`config.mk`:
```
export PLATFORM = sky130hd
export DESIGN_NAME = abcdq_park
export DESIGN_NICKNAME = d
export VERILOG_FILES = /design/src/design/abcdq_pkg.sv /design/src/design/abcdq_park.sv
export SDC_FILE = /design/constraint.sdc
export NUM_CORES = 2
export LEC_CHECK = 0
export ABC_AREA = 1
export ABC_CLOCK_PERIOD_IN_PS = 7900
export BUFFER_PORTS_ARGS = -buffer_cell sky130_fd_sc_hd__buf_2
export CAP_MARGIN = 20
export CORE_AREA = 2 2 345 347
export DETAILED_ROUTE_END_ITERATION = 7
export DIE_AREA = 0 0 347 349
export PLACE_DENSITY = 0.66
export SETUP_SLACK_MARGIN = 0.1
export SYNTH_ARGS = -nofsm -noshare
export SYNTH_HDL_FRONTEND = slang
export SYNTH_SLANG_ARGS = --single-unit
export TNS_END_PERCENT = 50
```
`constraint.sdc`:
```
create_clock -name aclk -period 7.9 [get_ports aclk]
set_clock_uncertainty 0.15 [all_clocks]
set_input_delay 1.58 -clock aclk [delete_from_list [all_inputs] [get_ports aclk]]
set_output_delay 1.58 -clock aclk [all_outputs]
set_load 0.02 [all_outputs]
```
`src/design/abcdq_pkg.sv`:
```
// Shared constants, pipeline control type and sine table generator for the abc to dq0 transform.
package abcdq_pkg;

    // Number of register stages from input to output register.
    localparam int NUM_STAGES = 5;

    // Signed sine/cosine width; the table spans 0 to +32768 inclusive.
    localparam int TRIG_W = 18;
    localparam int ROM_W  = 17;

    // 1/sqrt(3) in Q16, kept as a positive signed operand.
    localparam logic signed [17:0] INV_SQRT3_Q16 = 18'sd37837;

    // Fixed-point constants for building the sine table at elaboration.
    localparam logic [63:0] Q30_ONE     = 64'd1 << 30;
    localparam logic [63:0] HALF_PI_Q30 = 64'd1686629713;
    localparam logic [63:0] TRIG_ONE    = 64'd32768;
    localparam logic [7:0]  TAYLOR_DIV [6] = '{8'd156, 8'd110, 8'd72, 8'd42, 8'd20, 8'd6};

    // Per-stage advance enables plus the configured sensor mode.
    typedef struct packed {
        logic [NUM_STAGES-1:0] adv;
        logic                  sensor_mode;
    } pipe_ctrl_t;

    // One quarter-wave sine entry, Q30 Taylor series evaluated in Horner form.
    function automatic logic [ROM_W-1:0] sine_entry(input logic [63:0] k,
                                                    input int unsigned tbits);
        logic [63:0] x;
        logic [63:0] x2;
        logic [63:0] t;
        int          i;
        x  = (k * HALF_PI_Q30 + (64'd1 << (tbits - 1))) >> tbits;
        x2 = (x * x + (64'd1 << 29)) >> 30;
        t  = Q30_ONE;
        for (i = 0; i < 6; i++) begin
            t = Q30_ONE - (((x2 * t) >> 30) / 64'(TAYLOR_DIV[i]));
        end
        t = (x * t) >> 30;
        return ROM_W'((t * TRIG_ONE + (64'd1 << 29)) >> 30);
    endfunction

endpackage

```
`src/design/abcdq_park.sv`:
```
// Two-stage Park rotation: four products, then rounded sums with saturation.
module abcdq_park #(
    parameter int SAMPLE_BITS = 16
) (
    input  logic                                aclk,
    input  abcdq_pkg::pipe_ctrl_t               ctrl,
    input  logic signed [SAMPLE_BITS:0]         alpha,
    input  logic signed [SAMPLE_BITS:0]         beta,
    input  logic signed [SAMPLE_BITS-1:0]       zero_in,
    input  logic signed [abcdq_pkg::TRIG_W-1:0] sin_val,
    input  logic signed [abcdq_pkg::TRIG_W-1:0] cos_val,
    output logic signed [SAMPLE_BITS+1:0]       d_axis,
    output logic signed [SAMPLE_BITS+1:0]       q_axis,
    output logic signed [SAMPLE_BITS-1:0]       zero_seq
);

    localparam int PW  = SAMPLE_BITS + 19;
    localparam int SW  = SAMPLE_BITS + 20;
    localparam int RW  = SAMPLE_BITS + 5;
    localparam int DQW = SAMPLE_BITS + 2;

    localparam logic signed [SW-1:0] ROUND_Q15 = SW'(16384);
    localparam logic signed [RW-1:0] DQ_MAX = {4'b0000, {(SAMPLE_BITS + 1){1'b1}}};
    localparam logic signed [RW-1:0] DQ_MIN = {4'b1111, {(SAMPLE_BITS + 1){1'b0}}};

    logic signed [PW-1:0]          s4_ac_reg;
    logic signed [PW-1:0]          s4_bs_reg;
    logic signed [PW-1:0]          s4_bc_reg;
    logic signed [PW-1:0]          s4_as_reg;
    logic signed [SAMPLE_BITS-1:0] s4_zero_reg;

    logic signed [SW-1:0]          d_sum;
    logic signed [SW-1:0]          q_sum;
    logic signed [RW-1:0]          d_shift;
    logic signed [RW-1:0]          q_shift;
    logic signed [DQW-1:0]         d_next;
    logic signed [DQW-1:0]         q_next;

    logic signed [DQW-1:0]         d_reg;
    logic signed [DQW-1:0]         q_reg;
    logic signed [SAMPLE_BITS-1:0] zero_reg;

    // Clamp a shifted sum to the output range.
    function automatic logic signed [DQW-1:0] sat_dq(input logic signed [RW-1:0] v);
        logic signed [DQW-1:0] r;
        if (v > DQ_MAX) begin
            r = DQ_MAX[DQW-1:0];
        end else if (v < DQ_MIN) begin
            r = DQ_MIN[DQW-1:0];
        end else begin
            r = v[DQW-1:0];
        end
        return r;
    endfunction

    // Stage 4: the four rotation products.
    always_ff @(posedge aclk) begin
        if (ctrl.adv[3]) begin
            s4_ac_reg   <= PW'(alpha) * PW'(cos_val);
            s4_bs_reg   <= PW'(beta) * PW'(sin_val);
            s4_bc_reg   <= PW'(beta) * PW'(cos_val);
            s4_as_reg   <= PW'(alpha) * PW'(sin_val);
            s4_zero_reg <= zero_in;
        end
    end

    // Stage 5: round half up at bit 15, then saturate.
    always_comb begin
        d_sum   = SW'(s4_ac_reg) + SW'(s4_bs_reg) + ROUND_Q15;
        q_sum   = SW'(s4_bc_reg) - SW'(s4_as_reg) + ROUND_Q15;
        d_shift = d_sum[SW-1:15];
        q_shift = q_sum[SW-1:15];
        d_next  = sat_dq(d_shift);
        q_next  = sat_dq(q_shift);
    end

    always_ff @(posedge aclk) begin
        if (ctrl.adv[4]) begin
            d_reg    <= d_next;
            q_reg    <= q_next;
            zero_reg <= s4_zero_reg;
        end
    end

    assign d_axis   = d_reg;
    assign q_axis   = q_reg;
    assign zero_seq = zero_reg;

endmodule

```
==> flow_metrics.env <==
export IMPL_outcome="finished clean"
export IMPL_synth_seq_cells=208
export IMPL_die_height_um=349
export IMPL_numPortBuffers=140
export IMPL_fp_coreArea_um2=117000
export IMPL_min_path_type="reg -> reg"
export IMPL_criticalPathCategory="in -> reg"
export IMPL_ys_flop_type="edfxtp_1"
export IMPL_synth_area_per_cell_um2=8.29
export IMPL_cap_violations=0
export IMPL_wl_per_cell_um=17.4
export IMPL_clock_latency_ns=0.62
export IMPL_min_from="s4_zero_reg[14]$_DFFE_PP_"
export IMPL_wl_um=153000
export IMPL_clkSlewWorstSetupHoldPaths_ns=0.06
export IMPL_gp_congestion=0.953
export IMPL_ant_nets=0
export IMPL_cp_end_kind="flip-flop"
export IMPL_worst_r2r_startpoint="s4_bc_reg[26]$_DFFE_PP_"
export IMPL_final_cell_mix="inv_1, nand2_1, fa_1"
export IMPL_syn_area_um2=58400
export IMPL_first_pass_iters=5
export IMPL_crit_fanout=32
export IMPL_track_usage_pct=26.3
export IMPL_ys_types=46
export IMPL_cts_buffer_depth=3
export IMPL_grtUsageMet3_pct=4.24
export IMPL_ctsResizeCount=0
export IMPL_dp_hpwl_um=128000
export IMPL_max_freq_mhz=135
export IMPL_hold_viol=0
export IMPL_drc_errors=0
export IMPL_placementRows=126
export IMPL_finalMaxSlewViolations=0
export IMPL_grt_max_degree=70
export IMPL_critPathLaunch="alpha[12]"
export IMPL_grt_pass1_wl_um=249000
export IMPL_clock_sinks=208
export IMPL_gr_total_overflow=0
export IMPL_io_pin_count=145
export IMPL_drt_initial_drc_count=3246
export IMPL_syn_inst=7047
export IMPL_nets=9050
export IMPL_setup_violations=0
export IMPL_grtUsageMet2_pct=40.1
export IMPL_synth_fp_nets=8866
export IMPL_vias=44171
export IMPL_final_common_cell="inv_1"
export IMPL_syn2layout_area_growth_pct=8.92
export IMPL_synth_edf_count=208
export IMPL_cts_tree="done"
export IMPL_grt_pass1_vias=45997
export IMPL_worstPathArrival_ns=7.58
export IMPL_critPathLaunchType="primary input"
export IMPL_dieArea_um2=121000
export IMPL_nFillCells=10878
export IMPL_dieWidth_um=347
export IMPL_fin_crit_sh_pct=93.6
export IMPL_tns_ns=0
export IMPL_synthArstFlopShare_pct=0
export IMPL_worst_pin_slew_ns=1.06
export IMPL_drive_gt1_share_pct=7.01
export IMPL_cts_made_buffers=28
export IMPL_cts_root_buffer="clkbuf_16"
export IMPL_synth_warnings=0
export IMPL_ys_seq_area_share_pct=10.7
export IMPL_busiest_layer="met2"
export IMPL_initial_utilization_pct=49.8
export IMPL_vias_per_cell=5.03
export IMPL_use_met1_pct=38.5
export IMPL_min_period_ns=7.40
export IMPL_antenna_found_initial=5
export IMPL_post_cts_buffers=0
export IMPL_hold_buffers=0
export IMPL_slew_limit_headroom_pct=28.2
export IMPL_htree_levels=1
export IMPL_grt_setup_unrepaired="false"
export IMPL_critPathRequiredTime_ns=8.08
## final timing paths
kind	endpoint	slack (ns)	cells past startpoint
worst max register to register	q_axis[13]$_SDFFCE_PN1P_	4.19	11
worst min-delay path	zero_seq[14]$_DFFE_PP_	0.27	0
worst max-delay path	s4_as_reg[29]$_DFFE_PP_	0.50	22
worst min register to register	zero_seq[14]$_DFFE_PP_	0.27	0
## cell families after synthesis
| logic type | count (synthesis) | share of synthesized area, % |
|---|---|---|
| and+or+nand+nor | 2116 | 14.1 |
| DFF | 208 | 10.7 |
| AOI/OAI and AO/OA | 414 | 4.06 |
| buffers and inverters | 2400 | 15.5 |
| adders and majority gates | 1726 | 52.9 |
| xor gates and xnor gates | 183 | 2.74 |
## routing by layer
metal	up-vias	wire (µm)
met5	-	8
met4	2	5570
met3	204	13200
met2	1602	66400
met1	21805	67500
li1	20558	-
## per-stage QoR
stage	std cells	setup slack, ns	hold WS (ns)	area (µm²)	utilization, %
after detailed placement	8737	0.0296	0.256	62800	53.4
final	8789	0.502	0.266	63700	54.2
after CTS	8787	0.625	0.269	63600	54.2
after floorplan	7047	0.503	0.250	58400	-
after global routing	8788	0.262	0.276	63600	54.2
after global placement	8737	0.0934	0.251	62800	53.4
## worst max-delay path, cell delays in order
cell     delay (ns)
buf_2          0.56
buf_4          0.27
nand2_1        0.06
inv_1          0.08
fa_1           0.42
inv_1          0.10
fa_1           0.40
inv_1          0.09
fa_1           0.43
fa_1           0.48
fa_1           0.49
inv_1          0.05
fa_1           0.47
inv_1          0.04
ha_1           0.33
nand2_1        0.09
inv_1          0.07
nand2_1        0.08
o41ai_1        0.95
a21oi_1        0.18
xnor2_1        0.17
buf_4          0.15
## cell usage after synthesis, drive strengths merged (13+ instances only)
library cell	count	share of area, %
a21oi	202	1.7
o21a	13	0.17
xnor2	76	1.1
ha	482	10
inv	2116	14
o21ai	102	0.92
clkbuf	277	1.8
nor3	31	0.28
a21o	37	0.48
a31oi	16	0.17
nand2	1746	11
nand3	79	0.71
xor2	107	1.6
edfxtp	208	11
o21bai	19	0.24
nand4	16	0.17
nor2	232	1.5
fa	1244	43
## area by class of cell
type | count | area, µm² | area share, %
Sequential cell | 208 | 6250 | 9.81
Antenna cell | 2 | 5.00 | 0.00786
Clock inverter | 17 | 170 | 0.267
Inverter | 2116 | 7940 | 12.5
Timing Repair Buffer | 438 | 3490 | 5.49
Tap cell | 1536 | 1920 | 3.02
Clock buffer | 33 | 719 | 1.13
Multi-Input combinational cell | 4439 | 43200 | 67.8
Power is not shown: default switching activity piles up to over one toggle a cycle in this logic, so the estimate is an artifact.
