[config.mk]
export PLATFORM = sky130hd
export DESIGN_NAME = abcdq_clarke
export DESIGN_NICKNAME = d
export VERILOG_FILES = /design/src/design/abcdq_pkg.sv /design/src/design/abcdq_clarke.sv
export SDC_FILE = /design/constraint.sdc
export NUM_CORES = 2
export LEC_CHECK = 0
export BUFFER_PORTS_ARGS = -buffer_cell sky130_fd_sc_hd__buf_2
export CAP_MARGIN = 20
export CORE_MARGIN = 4
export CORE_UTILIZATION = 53
export DETAILED_ROUTE_END_ITERATION = 8
export GPL_TIMING_DRIVEN = 0
export PLACE_DENSITY_LB_ADDON = 0.08
export SLEW_MARGIN = 20
export SYNTH_ARGS = -nofsm -noshare
export SYNTH_HDL_FRONTEND = slang
export SYNTH_SLANG_ARGS = --single-unit
[constraint.sdc]
create_clock -name aclk -period 19 [get_ports aclk]
set_input_delay 0.95 -clock aclk [delete_from_list [all_inputs] [get_ports aclk]]
set_output_delay 0.95 -clock aclk [all_outputs]
set_load 0.03 [all_outputs]
[src/design/abcdq_pkg.sv]
// Shared constants, pipeline control type and sine table generator for the abc to dq0 transform.
package abcdq_pkg;

    // Number of register stages from input to output register.
    localparam int NUM_STAGES = 5;

    // Signed sine/cosine width; the table spans 0 to +32768 inclusive.
    localparam int TRIG_W = 18;
    localparam int ROM_W  = 17;

    // 1/sqrt(3) in Q16, kept as a positive signed operand.
    localparam logic signed [17:0] INV_SQRT3_Q16 = 18'sd37837;

    // Fixed-point constants for building the sine table at elaboration.
    localparam logic [63:0] Q30_ONE     = 64'd1 << 30;
    localparam logic [63:0] HALF_PI_Q30 = 64'd1686629713;
    localparam logic [63:0] TRIG_ONE    = 64'd32768;
    localparam logic [7:0]  TAYLOR_DIV [6] = '{8'd156, 8'd110, 8'd72, 8'd42, 8'd20, 8'd6};

    // Per-stage advance enables plus the configured sensor mode.
    typedef struct packed {
        logic [NUM_STAGES-1:0] adv;
        logic                  sensor_mode;
    } pipe_ctrl_t;

    // One quarter-wave sine entry, Q30 Taylor series evaluated in Horner form.
    function automatic logic [ROM_W-1:0] sine_entry(input logic [63:0] k,
                                                    input int unsigned tbits);
        logic [63:0] x;
        logic [63:0] x2;
        logic [63:0] t;
        int          i;
        x  = (k * HALF_PI_Q30 + (64'd1 << (tbits - 1))) >> tbits;
        x2 = (x * x + (64'd1 << 29)) >> 30;
        t  = Q30_ONE;
        for (i = 0; i < 6; i++) begin
            t = Q30_ONE - (((x2 * t) >> 30) / 64'(TAYLOR_DIV[i]));
        end
        t = (x * t) >> 30;
        return ROM_W'((t * TRIG_ONE + (64'd1 << 29)) >> 30);
    endfunction

endpackage

[src/design/abcdq_clarke.sv]
// Three-stage Clarke transform: sums, constant multiplies, divide-by-three correction.
module abcdq_clarke #(
    parameter int SAMPLE_BITS = 16
) (
    input  logic                         aclk,
    input  abcdq_pkg::pipe_ctrl_t        ctrl,
    input  logic signed [SAMPLE_BITS-1:0] phase_a,
    input  logic signed [SAMPLE_BITS-1:0] phase_b,
    input  logic signed [SAMPLE_BITS-1:0] phase_c,
    output logic signed [SAMPLE_BITS:0]   alpha,
    output logic signed [SAMPLE_BITS:0]   beta,
    output logic signed [SAMPLE_BITS-1:0] zero_seq
);

    // Working widths: signed sums, offset numerators, beta operand and product.
    localparam int DW = SAMPLE_BITS + 5;
    localparam int MW = SAMPLE_BITS + 4;
    localparam int BW = SAMPLE_BITS + 2;
    localparam int PW = SAMPLE_BITS + 20;

    // The offset 3*2^(S+2) makes every numerator positive and is a multiple of three.
    localparam logic signed [DW-1:0] DIV_OFFSET = {3'b011, {(SAMPLE_BITS + 2){1'b0}}};
    // Truncated reciprocal of three; the quotient from it is low by at most one.
    localparam logic [MW-1:0] RECIP = MW'((64'd1 << MW) / 64'd3);
    localparam logic signed [PW-1:0] ROUND_Q16 = PW'(32768);

    logic signed [DW-1:0] a_w;
    logic signed [DW-1:0] b_w;
    logic signed [DW-1:0] c_w;
    logic signed [DW-1:0] alpha_num;
    logic signed [DW-1:0] zero_num;
    logic signed [DW-1:0] alpha_off;
    logic signed [DW-1:0] zero_off;
    logic signed [BW-1:0] beta_x;

    logic [MW-1:0]        s1_alpha_m_reg;
    logic [MW-1:0]        s1_zero_m_reg;
    logic signed [BW-1:0] s1_beta_x_reg;

    logic [2*MW-1:0]      alpha_prod;
    logic [2*MW-1:0]      zero_prod;
    logic signed [PW-1:0] beta_prod;

    logic [MW-1:0]        s2_alpha_m_reg;
    logic [MW-1:0]        s2_zero_m_reg;
    logic [MW-1:0]        s2_alpha_q0_reg;
    logic [MW-1:0]        s2_zero_q0_reg;
    logic signed [PW-1:0] s2_beta_prod_reg;

    logic [MW-1:0]        alpha_rem;
    logic [MW-1:0]        zero_rem;
    logic [MW-1:0]        alpha_q;
    logic [MW-1:0]        zero_q;

    logic signed [SAMPLE_BITS:0]   s3_alpha_reg;
    logic signed [SAMPLE_BITS:0]   s3_beta_reg;
    logic signed [SAMPLE_BITS-1:0] s3_zero_reg;

    // Stage 1: numerators. The alpha and zero results are floor((n+1)/3); in
    // two-sensor mode alpha's numerator is 3a so that the same divider returns a.
    always_comb begin
        a_w = DW'(phase_a);
        b_w = DW'(phase_b);
        c_w = DW'(phase_c);
        if (ctrl.sensor_mode) begin
            alpha_num = (a_w <<< 1) - b_w - c_w + DW'(1);
            zero_num  = a_w + b_w + c_w + DW'(1);
            beta_x    = BW'(phase_b) - BW'(phase_c);
        end else begin
            alpha_num = (a_w <<< 1) + a_w;
            zero_num  = '0;
            beta_x    = BW'(phase_a) + (BW'(phase_b) <<< 1);
        end
        alpha_off = alpha_num + DIV_OFFSET;
        zero_off  = zero_num + DIV_OFFSET;
    end

    always_ff @(posedge aclk) begin
        if (ctrl.adv[0]) begin
            s1_alpha_m_reg <= alpha_off[MW-1:0];
            s1_zero_m_reg  <= zero_off[MW-1:0];
            s1_beta_x_reg  <= beta_x;
        end
    end

    // Stage 2: reciprocal multiplies and the rounded 1/sqrt(3) product.
    always_comb begin
        alpha_prod = (2*MW)'(s1_alpha_m_reg) * (2*MW)'(RECIP);
        zero_prod  = (2*MW)'(s1_zero_m_reg) * (2*MW)'(RECIP);
        beta_prod  = PW'(s1_beta_x_reg) * PW'(abcdq_pkg::INV_SQRT3_Q16) + ROUND_Q16;
    end

    always_ff @(posedge aclk) begin
        if (ctrl.adv[1]) begin
            s2_alpha_m_reg   <= s1_alpha_m_reg;
            s2_zero_m_reg    <= s1_zero_m_reg;
            s2_alpha_q0_reg  <= alpha_prod[2*MW-1:MW];
            s2_zero_q0_reg   <= zero_prod[2*MW-1:MW];
            s2_beta_prod_reg <= beta_prod;
        end
    end

    // Stage 3: bump the estimated quotient when the remainder reaches three.
    always_comb begin
        alpha_rem = s2_alpha_m_reg - (s2_alpha_q0_reg << 1) - s2_alpha_q0_reg;
        zero_rem  = s2_zero_m_reg - (s2_zero_q0_reg << 1) - s2_zero_q0_reg;
        alpha_q   = (alpha_rem >= MW'(3)) ? s2_alpha_q0_reg + MW'(1) : s2_alpha_q0_reg;
        zero_q    = (zero_rem >= MW'(3)) ? s2_zero_q0_reg + MW'(1) : s2_zero_q0_reg;
    end

    // Removing the offset's quotient 2^(S+2) leaves the low bits unchanged, and
    // both results fit their widths, so the low bits are the answer.
    always_ff @(posedge aclk) begin
        if (ctrl.adv[2]) begin
            s3_alpha_reg <= alpha_q[SAMPLE_BITS:0];
            s3_zero_reg  <= zero_q[SAMPLE_BITS-1:0];
            s3_beta_reg  <= s2_beta_prod_reg[SAMPLE_BITS+16:16];
        end
    end

    assign alpha    = s3_alpha_reg;
    assign beta     = s3_beta_reg;
    assign zero_seq = s3_zero_reg;

endmodule

==> impl_metrics.ini <==
[clock_tree]
htree_levels = 1
cts_setup_buffers = 0
clk_latency_ns = 0.55
cts_tree = built
clock_path_buffers = 3
hold_buffers = 0
clkTransAtPathRegs_ns = 0.06
cts_resized = 0
ctsRootBufferMaster = clkbuf_16
cts_made_buffers = 25
clock-sinks = 201

[cells_and_area]
final_cell_mix = 820 x inv_1, 619 x ha_1, 421 x fa_1, 201 x edfxtp_1, 138 x nor2_1
layout.nets = 4422
area_growth_pct = 7.107
drive_gt1_share_pct = 5.203
n_fill_cell = 5249
final_common_cell = inv_1

[yosys]
synth_seq_area_share_pct = 18.59
ys_ff_latch = 201
syn_inst = 3196
syn_nets = 4291
yosys-top-cells-area = fa_1 26%, ha_1 24%, edfxtp_1 19%
ys_warn_count = 0
yosysTopAreaCellShare_pct = 25.96
ys.flop_type = edfxtp_1
async_flop_share_pct = 0
yosys.area.top_type = fa_1
avgSynthCellArea_um2 = 10.16
synth_area_mm2 = 0.03247
synthDistinctLibCells = 83
synth_edf_count = 201

[run]
cap_violations = 0

[setup_path]
critPathSlowestCell = edfxtp_1
cp-end-kind = flop
required_ns = 19.28
critPathTopFamily = adder cells
critical_path_buf_inv_count = 5
crit_chain = ha_1 -> inv_1 -> fa_1 -> inv_1 -> fa_1 -> inv_1 -> fa_1 -> inv_1 -> fa_1 -> inv_1 -> fa_1 -> ha_1 -> a2111oi_0 -> o21ai_0 -> a221o_1 -> nand2_1 -> o211ai_1 -> a31o_2 -> o41a_1 -> a21o_1 -> a21oi_1 -> xnor2_1
cp-start-kind = flop
path_max_fanout = 16
cp.arrival_ns = 7.02
criticalPathCategory = reg2reg
cpPeakStageDelay_ns = 0.76

[floorplanning]
die_w_um = 255.5
num_rows = 90
ios = 105
die-height_um = 255.5
dieArea_mm2 = 0.06528
core_mm2 = 0.06047
start_util_pct = 53.69

[timing]
fin_setup_tns_ns = 0
slew_viol_final = 0
finalHoldViolCount = 0
rsz0062_at_grt = false
finalCritPeriodShare_pct = 35.49
setup_viol = 0
slew_headroom_pct = 41.08
min_period_ns = 6.743
tightest_slew_ns = 0.8838
max_freq_mhz = 148.3
fin_skew_ns = 0.02502

[route]
viasPerCell = 5.344
wl_per_cell_um = 18.22
met2_length_um = 34220
totalWireLength_um = 75210
dr.pass1.iters = 5
route.met3.wl_um = 3476
vias = 22050
wl_met1_um = 35940
post-route-drc-count = 0
top_layer = met4
drtAntennaViolNets = 0
drt_iter0_markers = 1133

[placed_design]
post-dp-hpwl_um = 64980
port_buffers = 102
gp_routability_congestion = 0.9414

[global_route]
grt_max_degree = 61
grt_usage_pct = 23.46
antenna_found_initial = 2
grt_pass1_wl_um = 124700
first_global_vias = 23850
grt-ovfl-total = 0

[run_status]
outcome = finished, final reports clean

[min_path]
hp-class = reg2reg
==> worst register-to-register path, delay by kind of cell (launching register included) <==
kind            cells  cell delay [ns]
fa+ha+maj           7             3.16
compound gates      8             2.07
flops               1             0.76
buf+inv             5             0.29
xor+xnor            1             0.12
simple gates        1             0.09
==> worst paths after layout <==
kind                   startpoint                   end  slack [ns]  depth (start not counted)
max             s1_beta_x_reg[17]  s2_beta_prod_reg[32]       12.26                         22
min          s2_beta_prod_reg[31]              beta[15]        0.41                          0
max reg2reg     s1_beta_x_reg[17]  s2_beta_prod_reg[32]       12.26                         22
min reg2reg  s2_beta_prod_reg[31]              beta[15]        0.41                          0
==> layer usage <==
| layer | vias to the layer above | GRT usage, % |
|---|---|---|
| met5 | - | 0 |
| met4 | 0 | 4.678 |
| met3 | 92 | 2.948 |
| met2 | 436 | 38.54 |
| met1 | 10830 | 33.90 |
| li1 | 10700 | - |
==> layout make-up <==
cell class | count | area (µm²) | area share [%]
sequential | 201 | 6036 | 17.36
antenna | 1 | 2.502 | 0.007196
clock inverter | 16 | 126.4 | 0.3634
clock buffer | 28 | 636.9 | 1.831
tap | 782 | 978.4 | 2.814
multi-input combinational | 2147 | 23230 | 66.80
buffer | 27 | 120.1 | 0.3454
timing repair buffer | 104 | 563.0 | 1.619
inverter | 821 | 3082 | 8.862
==> synth_stat cells (all sizes together), types with 22 or more instances <==
cell,n
nor2b,37
ha,619
nor3,40
fa,421
and3,23
nor2,138
xnor2,136
o21ai,83
a211oi,22
inv,821
edfxtp,201
nand2,84
nand3,39
a21oi,129
xor2,55
clkbuf,24
a21o,37
==> cell families (layout without fill, tap and decap cells) <==
kind of cell / after synthesis / count (layout) / synth area share [%]
AOI/OAI and AO/OA: 434 / 434 / 8.872
xor gates and xnor gates: 191 / 191 / 5.153
buffers and inverters: 848 / 996 / 9.862
and+or+nand+nor: 467 / 467 / 7.234
muxes: 14 / 14 / 0.4432
DFF: 201 / 201 / 18.59
other: 0 / 1 / 0
adders and majority gates: 1041 / 1041 / 49.85
==> stage by stage <==
step	cell area (µm²)	utilization [%]	worst slack [ns]	hold WS (ns)	instances
2_1_floorplan	32470	-	12.94	0.4003	3196
3_3_place_gp	33960	56.15	12.24	0.4058	4080
3_5_place_dp	34010	56.24	12.20	0.4045	4082
4_1_cts	34770	57.50	12.20	0.4148	4126
5_1_grt	34770	57.50	11.91	0.4220	4127
6_report	34770	57.50	12.26	0.4137	4127
Power is not shown: default switching activity piles up to over one toggle a cycle in this logic, so the estimate is an artifact.
